$ cat src/hw/rtl/sliding_window_median_unit_defines.svh
// Assertion macros shared by the sliding window median RTL.
`ifndef SLIDING_WINDOW_MEDIAN_UNIT_DEFINES_SVH
`define SLIDING_WINDOW_MEDIAN_UNIT_DEFINES_SVH

// same-cycle implication, disabled during reset
`define SWM_ASSERT_NOW(lbl, ck, rs, ante, cons, msg) \
  lbl: assert property (@(posedge ck) disable iff (rs) (ante) |-> (cons)) else $error(msg);

// next-cycle implication, disabled during reset
`define SWM_ASSERT_NEXT(lbl, ck, rs, ante, cons, msg) \
  lbl: assert property (@(posedge ck) disable iff (rs) (ante) |=> (cons)) else $error(msg);

`endif

$ cat src/hw/rtl/swm_pkg.sv
// Shared constants and types of the sliding window median unit.
package swm_pkg;

  localparam int DEF_MAX_WINDOW  = 64;
  localparam int DEF_SAMPLE_BITS = 32;
  localparam int CFG_BITS        = 7;
  localparam int RESET_WINDOW    = 3;

  // move request a cell shows its neighbors
  typedef struct packed {
    logic mr;  // my word goes to the cell above
    logic ml;  // my word goes to the cell below
  } swm_move_t;

endpackage

$ cat src/hw/rtl/swm_cell.sv
// One slot of the sorted window: value, age and local insert/remove decision.
module swm_cell #(
  parameter int SAMPLE_BITS = swm_pkg::DEF_SAMPLE_BITS,
  parameter int AW          = 6,
  parameter int CW          = 7,
  parameter int IDX         = 0
) (
  input  logic                          clk,
  input  logic                          upd,
  input  logic signed [SAMPLE_BITS-1:0] sample,
  input  logic signed [SAMPLE_BITS-1:0] oldest_val,
  input  logic        [AW-1:0]          k_m1,
  input  logic                          full,
  input  logic        [CW-1:0]          fill,
  input  logic signed [SAMPLE_BITS-1:0] left_val,
  input  logic        [AW-1:0]          left_age,
  input  swm_pkg::swm_move_t            left_mv,
  input  logic signed [SAMPLE_BITS-1:0] right_val,
  input  logic        [AW-1:0]          right_age,
  input  swm_pkg::swm_move_t            right_mv,
  output logic signed [SAMPLE_BITS-1:0] val,
  output logic        [AW-1:0]          age,
  output swm_pkg::swm_move_t            mv,
  output logic                          is_old
);

  localparam logic [CW-1:0] MY_IDX = CW'(IDX);

  logic                          valid;
  logic                          gt;
  logic                          above;
  logic                          stay;
  logic signed [SAMPLE_BITS-1:0] val_next;
  logic        [AW-1:0]          age_next;

  assign valid  = MY_IDX < fill;
  assign is_old = full && valid && (age == k_m1);
  // empty slots sort as +inf so the new word lands below them
  assign gt     = !valid || (val > sample);
  // oldest sits lowest among equal values, so >= finds everything above it
  assign above  = full && valid && !is_old && (val >= oldest_val);
  assign mv.mr  = gt && !above && !is_old;
  assign mv.ml  = above && !gt;
  assign stay   = !is_old && (above == gt);

  always_comb begin
    if (right_mv.ml) begin
      val_next = right_val;
      age_next = right_age + AW'(1);
    end else if (left_mv.mr) begin
      val_next = left_val;
      age_next = left_age + AW'(1);
    end else if (stay) begin
      val_next = val;
      age_next = age + AW'(1);
    end else begin
      val_next = sample;
      age_next = '0;
    end
  end

  always_ff @(posedge clk) begin
    if (upd) begin
      val <= val_next;
      age <= age_next;
    end
  end

endmodule

$ cat config.mk
export PLATFORM = sky130hd
export DESIGN_NAME = swm_cell
export DESIGN_NICKNAME = d
export VERILOG_FILES = /design/src/hw/rtl/sliding_window_median_unit_defines.svh /design/src/hw/rtl/swm_pkg.sv /design/src/hw/rtl/swm_cell.sv
export SDC_FILE = /design/constraint.sdc
export NUM_CORES = 1
export LEC_CHECK = 0
export BUFFER_PORTS_ARGS = -buffer_cell sky130_fd_sc_hd__clkbuf_2
export CORE_ASPECT_RATIO = 1.4
export CORE_MARGIN = 5
export CORE_UTILIZATION = 42
export CTS_CLUSTER_DIAMETER = 200
export CTS_CLUSTER_SIZE = 8
export DETAILED_ROUTE_END_ITERATION = 12
export GPL_TIMING_DRIVEN = 0
export HOLD_SLACK_MARGIN = 0.06
export PLACE_DENSITY = 0.82
export SYNTH_ARGS = -nofsm -noshare
export SYNTH_HDL_FRONTEND = slang
export SYNTH_SLANG_ARGS = --single-unit
$ cat constraint.sdc
create_clock -name clk -period 5.1 [get_ports clk]
set_input_delay 0.255 -clock clk [delete_from_list [all_inputs] [get_ports clk]]
set_output_delay 0.255 -clock clk [all_outputs]
set_load 0.02 [all_outputs]
After elaboration in Yosys (flattened, before gate mapping). Index checks and enable logic that the tools add are counted.

Add/subtract/negate cells: 3. Magnitude comparators: 3. Equality and inequality tests: 3. Mux-type cells: 6. Reductions and logical operators: 14.

Operators by type and width (number): 2-to-1 mux 32 bit (3); greater-or-equal comparator 32 bit (1); greater-than comparator 32 bit (1); adder 6 x 1 -> 6 bit (second input constant) (3); 2-to-1 mux 6 bit (3); logical AND 1 bit (8); less-than comparator 1 x 7 -> 1 bit (first input constant) (1); equality test 6 bit (1); zero test 1 bit (4); inequality test 3 bit (second input constant) (1); AND reduction 2 bit (1); equality test 1 bit (1); logical OR 1 bit (1).

Register bits: 38. Bits of input ports: 160. Output and inout bits: 41.

Logic depth before layout (Yosys ltp). Gate-level depths: netlist of run 1.

Depth in word-level cells: 11. Depth in mapped cells: 12. Mapped depth without buffers: 12.

Least setup slack after synthesis of run 1. No wires, ideal clock.

Kind: reg-to-reg. Start: reg val[0]. End: reg val[0] (enable). Arrival: 4.794 ns. Required time: 4.629 ns. Path slack: -0.164 ns. Cell stages (with the launch flop): 12. Path buffers: 0. Path through: edfxtp_1 inv_1 ha_1 nand2b_1 a21o_1 a211o_1 a221o_1 a21o_1 a21oi_1 ha_1 nor3b_4 a21boi_0.

Cells in the longest elaborated chain, start to end: 6. Elaborated cells between the ends (all ways): 8.

RTL lines: start: declaration (RTL line swm_cell.sv:21) `output logic signed [SAMPLE_BITS-1:0] val,`; start signal: assignment (RTL line swm_cell.sv:64) `val <= val_next;`; greater-or-equal comparator 32 bit or greater-than comparator 32 bit (tied branches) (RTL line swm_cell.sv:41, swm_cell.sv:39); logical AND 1 bit or logical OR 1 bit (tied branches) (RTL line swm_cell.sv:41, swm_cell.sv:39); equality test 1 bit (*) (RTL line swm_cell.sv:44) `assign stay = !is_old && (above == gt);`; logical AND 1 bit (*) (RTL line swm_cell.sv:44); inequality test 3 bit (no line) (*); AND reduction 2 bit (no line) (*).

Every way passes the cells marked *; elsewhere a longest branch is shown, timed or not. A chain may end at the register's enable or synchronous reset.

Final worst setup path of run 1.
Start: reg val[31]. End: reg val[14] (enable).

The elaborated chain is that of the path after synthesis.

==> results of run 1 <==
## through the flow
stage	util (%)	cells	hold slack (ps)	TNS, ps
floorplan	-	437	367.5	0
global placement	55.57	741	531.6	-15030
detailed placement	56.00	742	539.3	0
CTS	57.52	750	246.4	0
global route	57.52	750	249.0	0
finish	57.52	750	256.2	0
## synth_stat cells (all sizes together), types with 7 or more instances
cell type | number | share of area [%]
a21o | 12 | 2.3
clkbuf | 7 | 0.67
nand4 | 14 | 2.2
nand3 | 9 | 1.2
edfxtp | 38 | 29
nor2 | 9 | 0.87
inv | 68 | 6.5
o21ai | 40 | 5.1
ha | 69 | 22
mux2i | 33 | 8.5
nand2 | 48 | 4.6
a21oi | 28 | 3.6
xnor2 | 13 | 2.9
## worst paths after layout
check,startpoint,to,slack [ps],depth (start not counted)
worst max-delay path,val[31],val[14],1230,10
worst min-delay path,right_val[16],val[16],260,3
worst max register to register,val[31],val[14],1230,10
worst min register to register,age[0],age[0],890,3
## kinds of logic (layout without fill, tap and decap cells)
| logic type | count (synthesis) | after routing | synth area share [%] |
|---|---|---|---|
| buf+inv | 80 | 286 | 7.801 |
| mux | 33 | 33 | 8.475 |
| flops | 38 | 38 | 29.28 |
| xor+xnor | 18 | 18 | 4.045 |
| fa+ha+maj | 69 | 69 | 22.15 |
| simple gates | 99 | 99 | 12.87 |
| compound gates | 100 | 100 | 15.38 |
## registers in the layout (all words and copies together), names as in the netlist
name and flops:
val 32, age 6
## power by group through the flow
| stage | clock [mW] | sequential, mW | combinational (mW) |
|---|---|---|---|
| floorplan | 0 | 0.456 | 0.223 |
| global placement | 0 | 0.425 | 0.407 |
| detailed placement | 0 | 0.425 | 0.433 |
| CTS | 0.308 | 0.419 | 0.436 |
| global route | 0.321 | 0.423 | 0.485 |
| finish | 0.300 | 0.419 | 0.432 |
## area by class of cell
cell class	instances	area share, %
multi-input cells	319	47.43
flip-flops and latches	38	21.97
repair buffers	198	19.51
inverters	68	4.914
well taps	107	2.578
clock buffers	6	2.481
plain buffers	12	0.9395
clock inverters	2	0.1686
## critical path, cell delays in order, from the launching register on
cell and delay [ps]:
edfxtp_1 480, ha_1 380, nand4_1 190, nor4_1 680
o31ai_1 210, and4bb_2 280, nor2_1 130, ha_1 240
nor3b_4 180, a21boi_4 540, buf_16 240
## layer usage
metal / track usage, % / wire length, µm / up-vias
li1: - / - / 1982
met1: 21.94 / 4409 / 1860
met3: 4.290 / 869 / 17
met4: 5.780 / 191 / 0
met5: 0 / 0 / -
met2: 39.65 / 6466 / 145
==> flow_summary.ini, run 1 <==
[status]
status = finished clean

[cts]
cts_buffers = 5
cts.sinks = 38
clk_pin_slew_ps = 60
clockRootBuffer = clkbuf_16
post-cts-setup-buffers = 0
cts-resized-gates = 0
ctsHoldBuffers = 0
htreeDepth = 2
cts_tree = done
worstSkewPairLatency_ps = 280
cts_buffer_depth = 2

[detailed_routing]
drc = 0
drt_first_pass_iters = 5
drt-total-wl_um = 11940
first_iter_violations = 140
route.vias.total = 4004
wl_per_cell_um = 15.91
via_per_inst = 5.339
postRouteAntennaNets = 0

[sta]
setup_slack_ps = 1233
post-route-min-period_ps = 3867
finalHoldViolations = 0
slew_viol_final = 0
fmaxAchievable_mhz = 258.6
max-slew-margin-rel_pct = 53.14
rsz0062_at_grt = no
finalCritPeriodShare_pct = 75.83
skew_ps = 4.916
tightestPinTransition_ps = 696.5
finalSetupViolCount = 0

[logic_synthesis]
async_reset_ff_share_pct = 0
yosys_warnings = 0
syn_inst = 437
synth_nets = 666
synth-seq-cells = 38
syn-cell-area_mm2 = 0.003897
synth_ff_type = edfxtp_1
yosysSeqAreaShare_pct = 29.28
synth_area_per_cell_um2 = 8.919
synth-edff-count = 38
synth_cell_types = 39

[power_and_ir_drop]
power_density_mw_per_mm2 = 221.6
p_int_mw = 0.7597
p_seq_share_pct = 36.4
ir_worst_vdd_mv = 0.1426
p_comb_share_pct = 37.5
swShare_pct = 33.99
leakage_nw = 2.868
power_mw = 1.151
switchingPower_mw = 0.3912
pwr-share-clk_pct = 26.1

[final_layout]
layout_commonest_cell = clkbuf_2
antenna_cells = 0
areaGrowthSynthToFinish_pct = 33.26
fin_area_mm2 = 0.005194
multi_input_area_mm2 = 0.002464
seq_area_mm2 = 0.001141
drive_gt1_share_pct = 32.97
nNetsFinal = 871
fill_cells = 817
final_cell_mix = 197 x clkbuf_2, 69 x ha_1, 68 x inv_1

[floorplanning]
fp.coreArea_mm2 = 0.009029
top_level_ports = 201
die_h_um = 124.0
initial_core_util_pct = 43.17
die_w_um = 91.42
dieArea_mm2 = 0.01133
fp-row-count = 41

[placement]
portBuffers = 197
place_area_mm2 = 0.005056
post-place-ws_ps = 1169
place_congestion = 0.8389
hpwl_um = 10360

[grt]
grt_use_total_pct = 20.41
antenna_found_initial = 0
grt_pass1_vias = 4110
grt_start_max_net_pins = 19
gr-total-overflow = 0
grt_pass1_wl_um = 18820

[critical_path]
cp.required_ps = 5090
endpoint_kind = flop
crit_type = reg2reg
arrival_ps = 3850
worstPathMaxFanout = 18
start_kind = flop

[job]
cap_violations = 0

[min_path]
min_path_type = in2reg
Power figures use the tool's default switching activity.
==> inputs of run 2 (changes only) <==
- ABC_AREA: not set -> 1
- CORE_UTILIZATION: 42 -> 43
- PLACE_DENSITY: 0.82 -> 0.83
- clock period: 5.1 -> 3.4 ns (I/O delays scaled with it)
==> run 2 against run 1 <==
  * Sequential share of layout area is 0.77 points lower
  * Flip-flop and latch count stayed put
  * Cell count is 19% higher
  * Via count is 9.3% higher
  * Critical path depth is 8 higher
  * Wire length is 1.0% higher
  * Count of clock-buffer cells in the layout is 1 higher
  * Setup slack worse by 900 ps
  * Synthesized cell count is 31% higher
  * Critical endpoint is now val[3]
==> flow_summary.ini, run 2 <==
[floorplanning]
fp-row-count = 42
dieArea_mm2 = 0.01157
die_h_um = 125.3
die_w_um = 92.34
top_level_ports = 201
fp.coreArea_mm2 = 0.009354
initial_core_util_pct = 43.63

[logic_synthesis]
yosysSeqAreaShare_pct = 27.96
synthTopCellsByArea = edfxtp_1 28%, ha_1 21%, a21oi_1 13%, nand2_1 11%, inv_1 8.8%
syn_inst = 574
yosys.cell_count.top_type = nand2_1
synth_cell_types = 30
synth_nets = 803
synth_ff_type = edfxtp_1
synth_area_per_cell_um2 = 7.110
synth-edff-count = 38
ys_top_cells_by_count = 121 x nand2_1, 103 x a21oi_1, 96 x inv_1
syn-cell-area_mm2 = 0.004081
synth_top_area_cell = edfxtp_1
synth-seq-cells = 38
async_reset_ff_share_pct = 0
yosys_warnings = 0
netlist.area_leader.share_pct = 27.96

[critical_path]
start_kind = flop
cp.required_ps = 3420
path_buf_inv = 3
crit_type = reg2reg
endpoint_kind = flop
arrival_ps = 3090
slowest_delay_ps = 440
critPathTopFamily = simple AND/OR/NAND/NOR gates
path_cells = ha_1, nand2_1, inv_1, nand2_1, nand2_1, nand2_1, nand3_1, a21oi_1, nand2_1, nand2_1, nand2_1, nand2_1, nand2_1, ha_2, nand2_1, o21ai_2, clkinvlp_4, buf_4
crit_slowest_cell = edfxtp_1
worstPathMaxFanout = 16
path_common_cell = nand2_1

[sta]
fmaxAchievable_mhz = 326.0
slew_viol_final = 0
post-route-min-period_ps = 3068
skew_ps = 3.892
max-slew-margin-rel_pct = 60.96
setup_slack_ps = 332.1
tightestPinTransition_ps = 585.6
finalHoldViolations = 0
finalSetupViolCount = 0
finalCritPeriodShare_pct = 90.23

[power_and_ir_drop]
ir_worst_vdd_mv = 0.2264
power_density_mw_per_mm2 = 321.2
power_mw = 1.729
leakage_nw = 3.074

[final_layout]
largest_reg_flops = 32
final_cell_mix = 198 x clkbuf_2, 121 x nand2_1, 103 x a21oi_1
layout_commonest_cell = clkbuf_2
layout.cells.non_filler = 893
nNetsFinal = 1012
max_flop_register = val
fill_cells = 896
largest_registers = val x32, age x6
areaGrowthSynthToFinish_pct = 31.88
antenna_cells = 0
drive_gt1_share_pct = 28.35
fin_area_mm2 = 0.005383

[placement]
place_congestion = 0.8535
hpwl_um = 10140
place_area_mm2 = 0.005210
dp.cells = 882
portBuffers = 198
post-place-ws_ps = -222.4

[detailed_routing]
drt_first_pass_iters = 4
via_per_inst = 4.903
postRouteAntennaNets = 0
drt-total-wl_um = 12060
route.vias.total = 4378
drc = 0
first_iter_violations = 98
wl_per_cell_um = 13.50

[job]
cap_violations = 0

[grt]
grt_start_max_net_pins = 17
gr-total-overflow = 0
grt_use_total_pct = 20.72
antenna_found_initial = 0
grt_pass1_vias = 4415
grt_pass1_wl_um = 19380

[cts]
cts_buffers = 5
cts_buffer_depth = 2
ctsHoldBuffers = 0
htreeDepth = 2
clk_pin_slew_ps = 60
cts.sinks = 38
clockRootBuffer = clkbuf_16
worstSkewPairLatency_ps = 280
cts_tree = done

[status]
status = finished clean

[min_path]
min_path_type = in2reg
## run 2: cell count changes after synthesis, sizes merged, moves of 8 or more
cell,change
o21ai,-28
a21o,-8
nand4,-11
nor2,+58
inv,+29
nand3,+11
mux2i,-33
a21oi,+75
xnor2,-12
nand2,+74
## run 2: cells by family (layout without fill, tap and decap cells)
group | Yosys count | count (layout) | synth area share (%)
AND/OR/NAND/NOR | 222 | 222 | 22.56
AO/OA/AOI/OAI | 123 | 123 | 15.57
flip-flops | 38 | 38 | 27.96
XOR/XNOR | 10 | 10 | 2.146
adder cells (fa/ha/maj) | 69 | 69 | 21.15
buffers and inverters | 112 | 321 | 10.61
## run 2: through the flow
step | utilization (%) | TNS, ps | hold WS, ps
detailed placement | 55.70 | -7010 | 493.5
floorplan | - | 0 | 282.5
CTS | 57.48 | 0 | 201.4
global placement | 55.70 | -5849 | 491.4
finish | 57.54 | 0 | 209.2
global route | 57.54 | -74.52 | 206.2
## run 2: path summary, 6_finish.rpt
kind | start | to | slack [ps] | depth (start not counted)
max reg2reg | val[19] | val[3] | 330 | 18
max | val[19] | val[3] | 330 | 18
min reg2reg | age[0] | age[0] | 860 | 3
min | right_val[3] | val[3] | 210 | 3
## run 2: what timing repair did
item,4_1_cts,5_1_grt
endpoints found under the hold margin,0,0
gates cloned,1,0
gates resized for setup,2,2
setup endpoints to repair,32,32
setup buffers,3,0
## run 2: worst register-to-register path, delay by kind of cell (launching register included)
kind                     cells  cell delay (ps)
adder cells (fa/ha/maj)      2              720
AND/OR/NAND/NOR             11              730
AO/OA/AOI/OAI                2              500
flip-flops                   1              440
buffers and inverters        3              400
## run 2: cell type report
cell class                      instances  area, µm²  share of cell area, %
Buffer                                 15      68.82                  1.278
Clock buffer                            7      132.6                  2.464
Inverter                               97      367.9                  6.834
Multi-Input combinational cell        424       2514                  46.70
Sequential cell                        38       1141                  21.20
Tap cell                              110      137.6                  2.557
Timing Repair Buffer                  201       1013                  18.83
Timing Repair inverter                  1      7.507                 0.1395
## run 2: layer usage
layer | up-vias | wire length [µm] | GRT usage (%)
li1 | 2301 | - | -
met1 | 1934 | 4607 | 21.99
met2 | 125 | 6540 | 40.17
met3 | 18 | 600 | 3.185
met4 | 0 | 311 | 7.612
met5 | - | 0 | 0
## run 2: report_power, final
part	switching [mW]	leakage (nW)	internal (mW)
clock	0.183	0.0640	0.269
combinational	0.381	2.64	0.275
sequential	0.0432	0.366	0.578
